===== config.mk =====
export PLATFORM = sky130hd
export DESIGN_NAME = tse_ram
export DESIGN_NICKNAME = d
export VERILOG_FILES = /design/src/rtl/topological_sort_engine_unit_macros.svh /design/src/rtl/tse_ram.sv
export SDC_FILE = /design/constraint.sdc
export NUM_CORES = 1
export LEC_CHECK = 0
export ABC_AREA = 1
export BUFFER_PORTS_ARGS = -buffer_cell sky130_fd_sc_hd__buf_2
export CAP_MARGIN = 30
export CORE_ASPECT_RATIO = 1.25
export CORE_MARGIN = 10
export CORE_UTILIZATION = 55
export DETAILED_ROUTE_END_ITERATION = 12
export HOLD_SLACK_MARGIN = 0.05
export PLACE_DENSITY = 0.78
export REMOVE_ABC_BUFFERS = 1
export SLEW_MARGIN = 20
export SYNTH_ARGS = -nofsm -noshare
export SYNTH_HDL_FRONTEND = slang
export SYNTH_SLANG_ARGS = --single-unit

===== constraint.sdc =====
create_clock -name clock -period 1.2 [get_ports clock]
set_clock_uncertainty 0.05 [all_clocks]
set_input_delay 0.06 -clock clock [delete_from_list [all_inputs] [get_ports clock]]
set_output_delay 0.06 -clock clock [all_outputs]
set_load 0.02 [all_outputs]

===== src/rtl/topological_sort_engine_unit_macros.svh =====
// assertion macros for the topological sort engine
// used by the top level only, clocked on clock and quiet during reset
`ifndef TOPOLOGICAL_SORT_ENGINE_UNIT_MACROS_SVH
`define TOPOLOGICAL_SORT_ENGINE_UNIT_MACROS_SVH

// condition holds in the same cycle
`define TSE_ASSERT_NOW(lbl, ante, cons, msg) \
   lbl: assert property (@(posedge clock) disable iff (reset) (ante) |-> (cons)) \
      else $error(msg);

// condition holds in the cycle after
`define TSE_ASSERT_NEXT(lbl, ante, cons, msg) \
   lbl: assert property (@(posedge clock) disable iff (reset) (ante) |=> (cons)) \
      else $error(msg);

`endif


===== src/rtl/tse_ram.sv =====
// generic single-port-write, single-port-read memory with registered read
// no dependencies
`timescale 1ns / 1ps

module tse_ram #(
   parameter int WIDTH  = 8,
   parameter int DEPTH  = 16,
   parameter int ADDR_W = (DEPTH > 1) ? $clog2(DEPTH) : 1
) (
   input  logic              clock,
   input  logic              wr_en,
   input  logic [ADDR_W-1:0] wr_addr,
   input  logic [WIDTH-1:0]  wr_data,
   input  logic              rd_en,
   input  logic [ADDR_W-1:0] rd_addr,
   output logic [WIDTH-1:0]  rd_data
);

   logic [WIDTH-1:0] mem_ff [DEPTH];
   logic [WIDTH-1:0] rd_data_ff;

   always_ff @(posedge clock) begin
      if (wr_en) begin
         mem_ff[wr_addr] <= wr_data;
      end
      if (rd_en) begin
         rd_data_ff <= mem_ff[rd_addr];
      end
   end

   assign rd_data = rd_data_ff;

endmodule


[Yosys cells after proc, flatten, opt, wreduce, memory -nomap -nowiden]
Memories as Yosys holds them, arrays and structs flattened. A register that Yosys moved wholly into a read port is not among the register bits.
Cells that the tools add are included.
Storage, ports and cells
  flip-flop bits (word level): 0
  memory bits (writable): 128
  bits of input ports: 19
  output and inout port bits: 8
  word-level logic and storage cells: 3
  memories: 1
Memory list
  mem_ff: depth 16, bits a word 8, rd ports 1, clocked after Yosys merged registers in 1, write ports 1, RTL line tse_ram.sv:19  | logic [WIDTH-1:0] mem_ff [DEPTH];
Operators by class
  multiplexer cells: 2
Operator list (count)
  $mux W1: 2

[Logic depth before layout (Yosys ltp)]
Gate-level depths: netlist of run 1.
  word-level depth: 2
  depth in mapped cells: 8
  mapped depth without buffers: 7

[Worst setup path after synthesis of run 1]
OpenSTA, ideal clock, no wires.
  kind: in2reg
  from: in wr_addr[2]
  to: mem mem_ff[10][0] (enable)
  setup time: 370 ps
  arrival: 641 ps
  required time: 780 ps
  slack: 139 ps
  stages on the path: 2
  path buffers: 0
  cells stage by stage: nand3b_1 > nor2_1
RTL lines
  start, declared: RTL line tse_ram.sv:12  | input logic [ADDR_W-1:0] wr_addr,
  end, declared: RTL line tse_ram.sv:19
No word-level cell before the write port.

==> summary.md, run 1 <==
| Metric | Value |
|---|---|
| Status | `finished with violations` |
| Failing checks | `setup timing` |
| Post-Syn Area per Cell | `10.6 µm²` |
| Initial Util | `0.556` |
| WL/cell | `17.8 µm` |
| Via Count | `3977` |
| Fraction of layout cells with a size suffix above 1 | `0.149` |
| Fin crit share | `1.01` |
| DR pass1 iterations | `5` |
| GP Congestion | `0.932` |
| Vias per Instance | `5.30` |
| Peak supply drop | `939 µV` |
| EDFF count, synth | `136` |
| Synth unique cells | `11` |
| Slew @ Worst Pin | `623 ps` |
| Share of Yosys cell area claimed by the top area cell type | `0.698` |
| Die Span X | `112 µm` |
| Fin cells | `751` |
| Count leader, synth | `nand2_1` |
| Port bufs | `26` |
| Mapped cell area | `0.00585 mm²` |
| Async SR Flop Fraction | `0` |
| Global-route wire length before repair | `20.7 mm` |
| Nets@finish | `628` |
| Crit Path Class | `reg2reg` |
| Util after Layout | `0.658` |
| Clk root buf | `clkbuf_16` |
| Largest net degree at the start of global routing | `37` |
| Inst Count DP | `711` |
| P&R area growth vs syn | `18.2%` |
| DRC Markers | `0` |
| Commonest cells post-synth | `173 x nand2_1, 136 x edfxtp_1, 100 x inv_1` |
| Initial antenna violation count | `0` |
| Hpwl dp | `8.51 mm` |
| Clock Latency Late Sink | `410 ps` |
| Max-slew violations | `0` |
| H-tree levels | `4` |
| Most used DFF post-synth | `edfxtp_1` |
| Postcts setup bufs | `0` |
| Initial drt markers | `510` |
| Critical Path Source | `mem_ff[0][7]$_DFFE_PP_` |
| Fmax | `823 MHz` |
| CTS max path bufs | `2` |
| Die ar. | `0.0152 mm²` |
| Tot GR Track Use | `0.176` |
| Largest area contributor in the netlist | `edfxtp_1` |
| RSZ-0062 raised after global routing | `yes` |
| CP arrival | `1320 ps` |
| Vias in the first global route | `4088` |
| Ys Warns | `0` |
| Total Power | `10.4 mW` |
| Place WS | `-159 ps` |
| Rows | `42` |
| Hold path start | `rd_addr[3]` |
| Setup TNS | `-15.1 ps` |
| # Max-Cap Violations | `0` |
| Antenna cells | `0` |
| Core Region | `0.0105 mm²` |
| Hold Violations, Final | `0` |
| CTS tree | `done` |
| Io pins | `27` |
| Routed Antenna Nets | `0` |
| Static Leak | `3.00 nW` |
| Gr ovfl total | `0` |
| Minimum clock period | `1220 ps` |
| Power density over cell area | `1500 mW/mm²` |
| Routed WL | `13.4 mm` |
| Main area contributors after synthesis | `edfxtp_1 70%, nand2_1 11%, nand3_1 8.3%` |
| Die Y | `135 µm` |
| CP max FO | `1` |
| Final setup fails | `1` |
| CP Launch Type | `register` |
| Hold WC Path Type | `in2reg` |
| Slew HR | `0.584` |
| Synth Instances | `551` |
| Setup ws final | `-15.1 ps` |
| CP endpoint kind | `register` |
| Num CTS Buffers | `17` |
| WP data required | `1310 ps` |
| Worst-path clk slew | `60 ps` |
| CTS sink cnt | `136` |
| Post-synthesis sequential area ratio | `0.698` |
| Reg2reg start | `mem_ff[0][7]$_DFFE_PP_` |
| #FFs+latches synth | `136` |
flip-flops by register name, indices dropped and copies added (netlist names):
name     flops
mem_ff     128
rd_data      8
path summary, 6_finish.rpt:
| path | slack [ps] | depth (start not counted) | endpoint |
|---|---|---|---|
| max reg2reg | -20 | 6 | rd_data[7]$_DFFE_PP_ |
| min reg2reg | 700 | 6 | rd_data[1]$_DFFE_PP_ |
| min | 130 | 4 | rd_data[2]$_DFFE_PP_ |
| max | -20 | 6 | rd_data[7]$_DFFE_PP_ |
worst max-delay path, cell delays in order, from the launching register on:
cell and delay [ps]:
edfxtp_1 370, inv_1 80, nand2_1 80, nand3_1 100, nand3_2 120, nand3_2 110, nand2_1 60
per-stage QoR:
| stage | hold WS [ps] | cell area [µm²] |
|---|---|---|
| 2_1_floorplan | 109 | 5680 |
| 3_3_place_gp | 372 | 6220 |
| 3_5_place_dp | 376 | 6220 |
| 4_1_cts | 85.5 | 6800 |
| 5_1_grt | 126 | 6910 |
| 6_report | 126 | 6910 |
report_power, final:
group,internal (mW),switching (mW)
Sequential,5.36,0.0313
Clock,2.53,1.71
Combinational,0.249,0.510
timing repair:
| item | CTS | global route |
|---|---|---|
| hold endpoints to repair | 137 | 0 |
| pin swaps | 0 | 6 |
| cloned | 0 | 1 |
| setup endpoints to repair | 1 | 6 |
| gates resized for setup | 2 | 18 |
| hold buffers | 10 | 0 |
kinds of logic after synthesis:
kind of cell | count (synthesis) | synth area share
buffers and inverters | 126 | 0.0939
flip-flops | 136 | 0.698
AND/OR/NAND/NOR | 289 | 0.208
cells in the final DEF (no fill, tap or decap), drive strengths merged:
cell / count
nand2: 173
nand3b: 2
edfxtp: 136
nor2: 17
clkbuf: 20
buf: 52
nand3: 97
inv: 102
clkinv: 10
dlygate4sd3: 10
layout make-up:
class | count | area (µm²)
Clock buffer | 19 | 433
Sequential cell | 136 | 4080
Tap cell | 132 | 165
Multi-Input combinational cell | 289 | 1300
Timing Repair Buffer | 63 | 504
Clock inverter | 10 | 40.0
Fill cell | 765 | 3600
Inverter | 102 | 385
metal layers:
layer  wire (µm)  global-route usage  up-vias
met2        7010               0.313      173
met1        5120               0.195     1874
met4         511              0.0876        0
met3         725              0.0377       37
met5           0                   0        -
li1            -                   -     1893
(Power assumes the default switching activity.)
==> inputs of run 2 (changes only) <==
--- a/config.mk
+++ b/config.mk
@@ -11,11 +11,11 @@
 export CORE_ASPECT_RATIO = 1.25
 export CORE_MARGIN = 10
 export CORE_UTILIZATION = 55
+export CTS_BUF_LIST = sky130_fd_sc_hd__clkbuf_16
 export DETAILED_ROUTE_END_ITERATION = 12
 export HOLD_SLACK_MARGIN = 0.05
 export PLACE_DENSITY = 0.78
 export REMOVE_ABC_BUFFERS = 1
-export SLEW_MARGIN = 20
 export SYNTH_ARGS = -nofsm -noshare
 export SYNTH_HDL_FRONTEND = slang
 export SYNTH_SLANG_ARGS = --single-unit
==> run 2 against run 1 <==
- the run still ends with setup timing left
- first-iteration DRC count fell by 1.6%
- flip-flop and latch count did not move
- wire length is 0.18% lower
- hold slack is essentially flat
- final cell count unchanged
- worst setup slack improved by 4.7 ps
- cell area stayed put
- core utilization stayed put
- sequential power is essentially flat
- clock-buffer cell count is 2 lower
- critical path type unchanged
- critical endpoint unchanged
==> summary.md, run 2 (synthesis results as in run 1) <==
| Metric | Value |
|---|---|
| Minimum clock period | `1210 ps (was 1220 ps)` |
| Cell Int Power | `8.12 mW (was 8.13 mW)` |
| Initial drt markers | `502 (was 510)` |
| P&R area growth vs syn | `18.2% (unchanged)` |
| Die Y | `135 µm (unchanged)` |
| Peak supply drop | `939 µV (about the same)` |
| Power density over cell area | `1500 mW/mm² (about the same)` |
| Largest net degree at the start of global routing | `37 (unchanged)` |
| # Max-Cap Violations | `0 (unchanged)` |
| Gr ovfl total | `0 (unchanged)` |
| Num CTS Buffers | `17 (unchanged)` |
| CTS sink cnt | `136 (unchanged)` |
| Global-route wire length before repair | `20.7 mm (unchanged)` |
| Die Span X | `112 µm (unchanged)` |
| WL/cell | `17.8 µm (about the same)` |
| Crit path cell chain | `inv_1 > nand2_1 > nand3_1 > nand3_2 > nand3_2 > nand2_1 (unchanged)` |
| CTS tree | `done (unchanged)` |
| Max-slew violations | `0 (unchanged)` |
| Share of total power in sequential cells | `0.520 (was 0.519)` |
| CP endpoint kind | `register (unchanged)` |
| Core Region | `0.0105 mm² (unchanged)` |
| Crit. path cell count | `6 (unchanged)` |
| Reg2Reg Depth | `6 (unchanged)` |
| Worst Hold Depth | `4 (unchanged)` |
| Tot GR Track Use | `0.176 (unchanged)` |
| Critical path buffers and inverters | `1 (unchanged)` |
| Routed WL | `13.3 mm (was 13.4 mm)` |
| Top delay family on crit path | `simple AND/OR/NAND/NOR gates (unchanged)` |
| Antenna cells | `0 (unchanged)` |
| Max reg flops | `128 (unchanged)` |
| Status | `finished with violations (unchanged)` |
| CP max FO | `1 (unchanged)` |
| Clock power frac | `0.407 (was 0.408)` |
| RSZ-0062 raised after global routing | `yes (unchanged)` |
| Critical path's slowest cell | `edfxtp_1 (unchanged)` |
| Slew @ Worst Pin | `631 ps (was 623 ps)` |
| Io pins | `27 (unchanged)` |
| Initial Util | `0.556 (unchanged)` |
| Via Count | `3993 (was 3977)` |
| Final Hold Slack | `126 ps (about the same)` |
| Failing checks | `setup timing (unchanged)` |
| Routed Antenna Nets | `0 (unchanged)` |
| Sw Ratio | `0.217 (about the same)` |
| Clk root buf | `clkbuf_16 (unchanged)` |
| Vias per Instance | `5.32 (was 5.30)` |
| H-tree levels | `4 (unchanged)` |
| Fmax | `826 MHz (was 823 MHz)` |
| Initial antenna violation count | `0 (unchanged)` |
| Setup ws final | `-10.4 ps (was -15.1 ps)` |
| Static Leak | `3.01 nW (was 3.00 nW)` |
| Vias in the first global route | `4088 (unchanged)` |
| Most common cell after layout, fill and taps aside | `nand2_1 (unchanged)` |
| Die ar. | `0.0152 mm² (unchanged)` |
| Net Switching | `2.25 mW (about the same)` |
| Clock Latency Late Sink | `410 ps (about the same)` |
| Slowest Stage Delay on Critical Path | `370 ps (about the same)` |
| DRC Markers | `0 (unchanged)` |
| DR pass1 iterations | `5 (unchanged)` |
| Nets@finish | `628 (unchanged)` |
| CP arrival | `1320 ps (about the same)` |
| Hold Violations, Final | `0 (unchanged)` |
| CP Launch Type | `register (unchanged)` |
| WP data required | `1310 ps (about the same)` |
| Hpwl dp | `8.51 mm (unchanged)` |
| Final setup fails | `1 (unchanged)` |
| # fillers | `765 (unchanged)` |
| Worst-path clk slew | `60 ps (about the same)` |
| Crit Path Class | `reg2reg (unchanged)` |
| CTS max path bufs | `2 (unchanged)` |
| Gate power share | `0.073 (about the same)` |
| Most frequent cells in the layout | `173 x nand2_1, 136 x edfxtp_1, 101 x inv_1 (was 173 x nand2_1, 136 x edfxtp_1, 99 x inv_1)` |
| Util after Layout | `0.658 (unchanged)` |
| GP Congestion | `0.932 (unchanged)` |
| Rows | `42 (unchanged)` |
| Top reg by flops | `mem_ff (unchanged)` |
| Port bufs | `26 (unchanged)` |
| Fraction of layout cells with a size suffix above 1 | `0.149 (unchanged)` |
| Slew HR | `0.579 (was 0.584)` |
| Hold WC Path Type | `in2reg (unchanged)` |
| Fin crit share | `1.01 (about the same)` |
run 2: path summary, 6_finish.rpt:
check	to	from	slack (ps)
worst max-delay path	rd_data[7]$_DFFE_PP_	mem_ff[0][7]$_DFFE_PP_	-10
worst min-delay path	rd_data[2]$_DFFE_PP_	rd_addr[3]	130
worst max register to register	rd_data[7]$_DFFE_PP_	mem_ff[0][7]$_DFFE_PP_	-10
worst min register to register	rd_data[1]$_DFFE_PP_	mem_ff[12][1]$_DFFE_PP_	710
run 2: worst register-to-register path: stages (launching register included):
cell,delay [ps]
edfxtp_1,370
inv_1,70
nand2_1,80
nand3_1,100
nand3_2,120
nand3_2,110
nand2_1,70
run 2: area by class of cell:
| cell class | count | area [µm²] | share of cell area |
|---|---|---|---|
| inverters | 102 | 385 | 0.0558 |
| multi-input cells | 289 | 1300 | 0.188 |
| repair buffers | 63 | 504 | 0.0730 |
| flip-flops and latches | 136 | 4080 | 0.591 |
| well taps | 132 | 165 | 0.0239 |
| clock inverters | 12 | 47.5 | 0.00688 |
| clock buffers | 17 | 425 | 0.0616 |
run 2: per-layer routing:
metal  GRT usage  routed length (µm)
met1       0.195                5010
met2       0.313                6960
met3      0.0377                 889
met4      0.0876                 478
met5           0                   0
run 2: stage by stage:
step                setup WS [ps]  power (mW)  area, µm²  setup TNS (ps)  cells
global route                -26.3        10.7       6910           -61.9    751
CTS                          6.90        10.4       6800               0    750
detailed placement           -159        6.17       6220            -797    711
global placement             -108        6.14       6220            -542    711
floorplan                   -30.6        5.79       5680            -189    527
finish                      -10.4        10.4       6910           -10.4    751
run 2: power by group through the flow:
stage,clock network [mW],registers (mW),logic (mW)
final,4.22,5.39,0.759
after global routing,4.44,5.39,0.828
after CTS,4.26,5.39,0.721
after detailed placement,0,5.48,0.687
after global placement,0,5.48,0.667
after floorplan,0,5.50,0.287
run 2: what timing repair did:
| action | CTS | global route |
|---|---|---|
| pin swaps | 0 | 6 |
| gates cloned | 0 | 1 |
| endpoints found under the hold margin | 137 | 0 |
| buffers inserted | 0 | 0 |
| setup endpoints to repair | 1 | 6 |
| hold buffers | 10 | 0 |
| gates resized for setup | 2 | 18 |
==> inputs of run 3 (changes only) <==
==> constraint.sdc (replaced) <==
create_clock -name clock -period 1.5 [get_ports clock]
set_clock_uncertainty 0.05 [all_clocks]
set_input_delay 0.075 -clock clock [delete_from_list [all_inputs] [get_ports clock]]
set_output_delay 0.075 -clock clock [all_outputs]
set_load 0.02 [all_outputs]
==> run 3 against run 2 <==
- the run now ends clean
- sequential power fell by 20%
- hold slack got worse by 74 ps
- clock-buffer cell count did not move
- first-iteration DRC count fell by 30%
==> summary.md, run 3 (synthesis results as in run 1) <==
| Metric | Value |
|---|---|
| Status | `completed (was finished with violations)` |
| Vias per Instance | `5.37 (was 5.32)` |
| CP endpoint kind | `register (unchanged)` |
| Die ar. | `0.0152 mm² (unchanged)` |
| Die Span X | `112 µm (unchanged)` |
| CP arrival | `1340 ps (was 1320 ps)` |
| Gr ovfl total | `0 (unchanged)` |
| Initial antenna violation count | `0 (unchanged)` |
| # fillers | `760 (was 765)` |
| Port bufs | `26 (unchanged)` |
| H-tree levels | `4 (unchanged)` |
| Fraction of layout cells with a size suffix above 1 | `0.123 (was 0.149)` |
| Clk root buf | `clkbuf_16 (unchanged)` |
| DR pass1 iterations | `5 (unchanged)` |
| Largest net degree at the start of global routing | `37 (unchanged)` |
| Nets@finish | `622 (was 628)` |
| Most common cell after layout, fill and taps aside | `nand2_1 (unchanged)` |
| Hold WC Path Type | `in2reg (unchanged)` |
| # resized after CTS | `0 (was 2)` |
| Num CTS Buffers | `17 (unchanged)` |
| Slew HR | `0.555 (was 0.579)` |
| Most used routing layer | `met2 (unchanged)` |
| Crit Path Class | `reg2reg (unchanged)` |
| Initial Util | `0.556 (unchanged)` |
| Power density over cell area | `1320 mW/mm² (was 1500 mW/mm²)` |
| Clock Latency Late Sink | `420 ps (was 410 ps)` |
| Peak supply drop | `753 µV (was 939 µV)` |
| Routed WL | `13.4 mm (was 13.3 mm)` |
| Met2 usage | `0.308 (was 0.313)` |
| Core Region | `0.0105 mm² (unchanged)` |
| Critical path's slowest cell | `edfxtp_1 (unchanged)` |
| Rows | `42 (unchanged)` |
| P&R area growth vs syn | `17.3% (was 18.2%)` |
| Slowest Stage Delay on Critical Path | `380 ps (was 370 ps)` |
| GR Util met1 | `0.210 (was 0.195)` |
| Util after Layout | `0.653 (was 0.658)` |
| Crit path cell chain | `inv_1 > nand2_1 > nand3_1 > nand3_1 > nand3_1 > nand2_1 (was inv_1 > nand2_1 > nand3_1 > nand3_2 > nand3_2 > nand2_1)` |
| Initial drt markers | `351 (was 502)` |
| Top delay family on crit path | `simple AND/OR/NAND/NOR gates (unchanged)` |
| Routed Antenna Nets | `0 (unchanged)` |
| WL/cell | `17.9 µm (was 17.8 µm)` |
| Minimum clock period | `1220 ps (was 1210 ps)` |
| Hold Violations, Final | `0 (unchanged)` |
| Io pins | `27 (unchanged)` |
| Worst-path clk slew | `60 ps (about the same)` |
| CP Launch Type | `register (unchanged)` |
| CTS tree | `done (unchanged)` |
| Fin crit share | `0.813 (was 1.01)` |
| Static Leak | `3.00 nW (was 3.01 nW)` |
| # Max-Cap Violations | `0 (unchanged)` |
| Fmax | `820 MHz (was 826 MHz)` |
| Met3 usage | `0.0510 (was 0.0377)` |
| RSZ-0062 raised after global routing | `no (was yes)` |
| Max-slew violations | `0 (unchanged)` |
| Antenna cells | `0 (unchanged)` |
| Final setup fails | `0 (was 1)` |
| Via Count | `4014 (was 3993)` |
| Top reg by flops | `mem_ff (unchanged)` |
| Tot GR Track Use | `0.181 (was 0.176)` |
| Hpwl dp | `8.26 mm (was 8.51 mm)` |
| GP Congestion | `0.837 (was 0.932)` |
| Setup TNS | `0 ps (was -10.4 ps)` |
| Global-route wire length before repair | `21.4 mm (was 20.7 mm)` |
| CTS sink cnt | `136 (unchanged)` |
| DRC Markers | `0 (unchanged)` |
| Cell mode on critical path | `nand3_1` |
| CP max FO | `1 (unchanged)` |
| Slew @ Worst Pin | `666 ps (was 631 ps)` |
| Vias in the first global route | `4142 (was 4088)` |
| CTS max path bufs | `2 (unchanged)` |
| WP data required | `1620 ps (was 1310 ps)` |
| Die Y | `135 µm (unchanged)` |
| Max reg flops | `128 (unchanged)` |
| Critical path buffers and inverters | `1 (unchanged)` |
| Most frequent cells in the layout | `173 x nand2_1, 136 x edfxtp_1, 104 x inv_1 (was 173 x nand2_1, 136 x edfxtp_1, 101 x inv_1)` |
[run 3: cell types whose count changed in the layout (fill, tap and decap cells not counted), moves of 2 or more]
cell	previous run	this run
nand3_2	17	0
bufinv_16	0	4
clkinv_1	8	3
inv_1	101	104
dlygate4sd3_1	10	8
nand3_1	80	97
[run 3: repair_timing]
item	4_1_cts	5_1_grt
setup buffers	0	0
hold buffers	8	0
endpoints found under the hold margin	103	0
[run 3: worst register-to-register path: stages, from the launching register on]
cell,delay [ps]
edfxtp_1,380
inv_1,80
nand2_1,60
nand3_1,100
nand3_1,120
nand3_1,110
nand2_1,60
[run 3: power by group]
group | switching, mW | internal (mW)
combinational | 0.391 | 0.172
sequential | 0.0234 | 4.28
clock | 1.48 | 2.72
total | 1.89 | 7.18
[run 3: worst paths after layout]
kind | startpoint | to | slack, ps | cells after the start
hold / removal | wr_data[5] | mem_ff[11][5]$_DFFE_PP_ | 50 | 1
hold reg to reg | mem_ff[11][4]$_DFFE_PP_ | rd_data[4]$_DFFE_PP_ | 700 | 6
setup / recovery | mem_ff[11][2]$_DFFE_PP_ | rd_data[2]$_DFFE_PP_ | 280 | 6
setup reg to reg | mem_ff[11][2]$_DFFE_PP_ | rd_data[2]$_DFFE_PP_ | 280 | 6
[run 3: through the flow]
step,total power [mW],cell area [µm²],cells,hold slack (ps),setup WS (ps)
final,9.07,6860,748,52.0,280
after CTS,9.09,6860,748,64.1,265
after floorplan,4.63,5680,527,124,254
after detailed placement,4.93,6190,708,390,151
after global placement,4.91,6190,708,390,168
after global routing,9.30,6860,748,71.6,190
[run 3: per-layer routing]
layer | up-vias | part of all wire
li1 | 1881 | -
met1 | 1914 | 0.37
met2 | 189 | 0.52
met3 | 30 | 0.081
met4 | 0 | 0.025
met5 | - | 0
[run 3: layout make-up]
class,instances,area (µm²),share of cell area
Inverter,102,383,0.0558
Tap cell,132,165,0.0241
Sequential cell,136,4080,0.595
Multi-Input combinational cell,289,1210,0.177
Clock buffer,17,425,0.0620
Clock inverter,15,169,0.0246
Timing Repair Buffer,57,420,0.0613
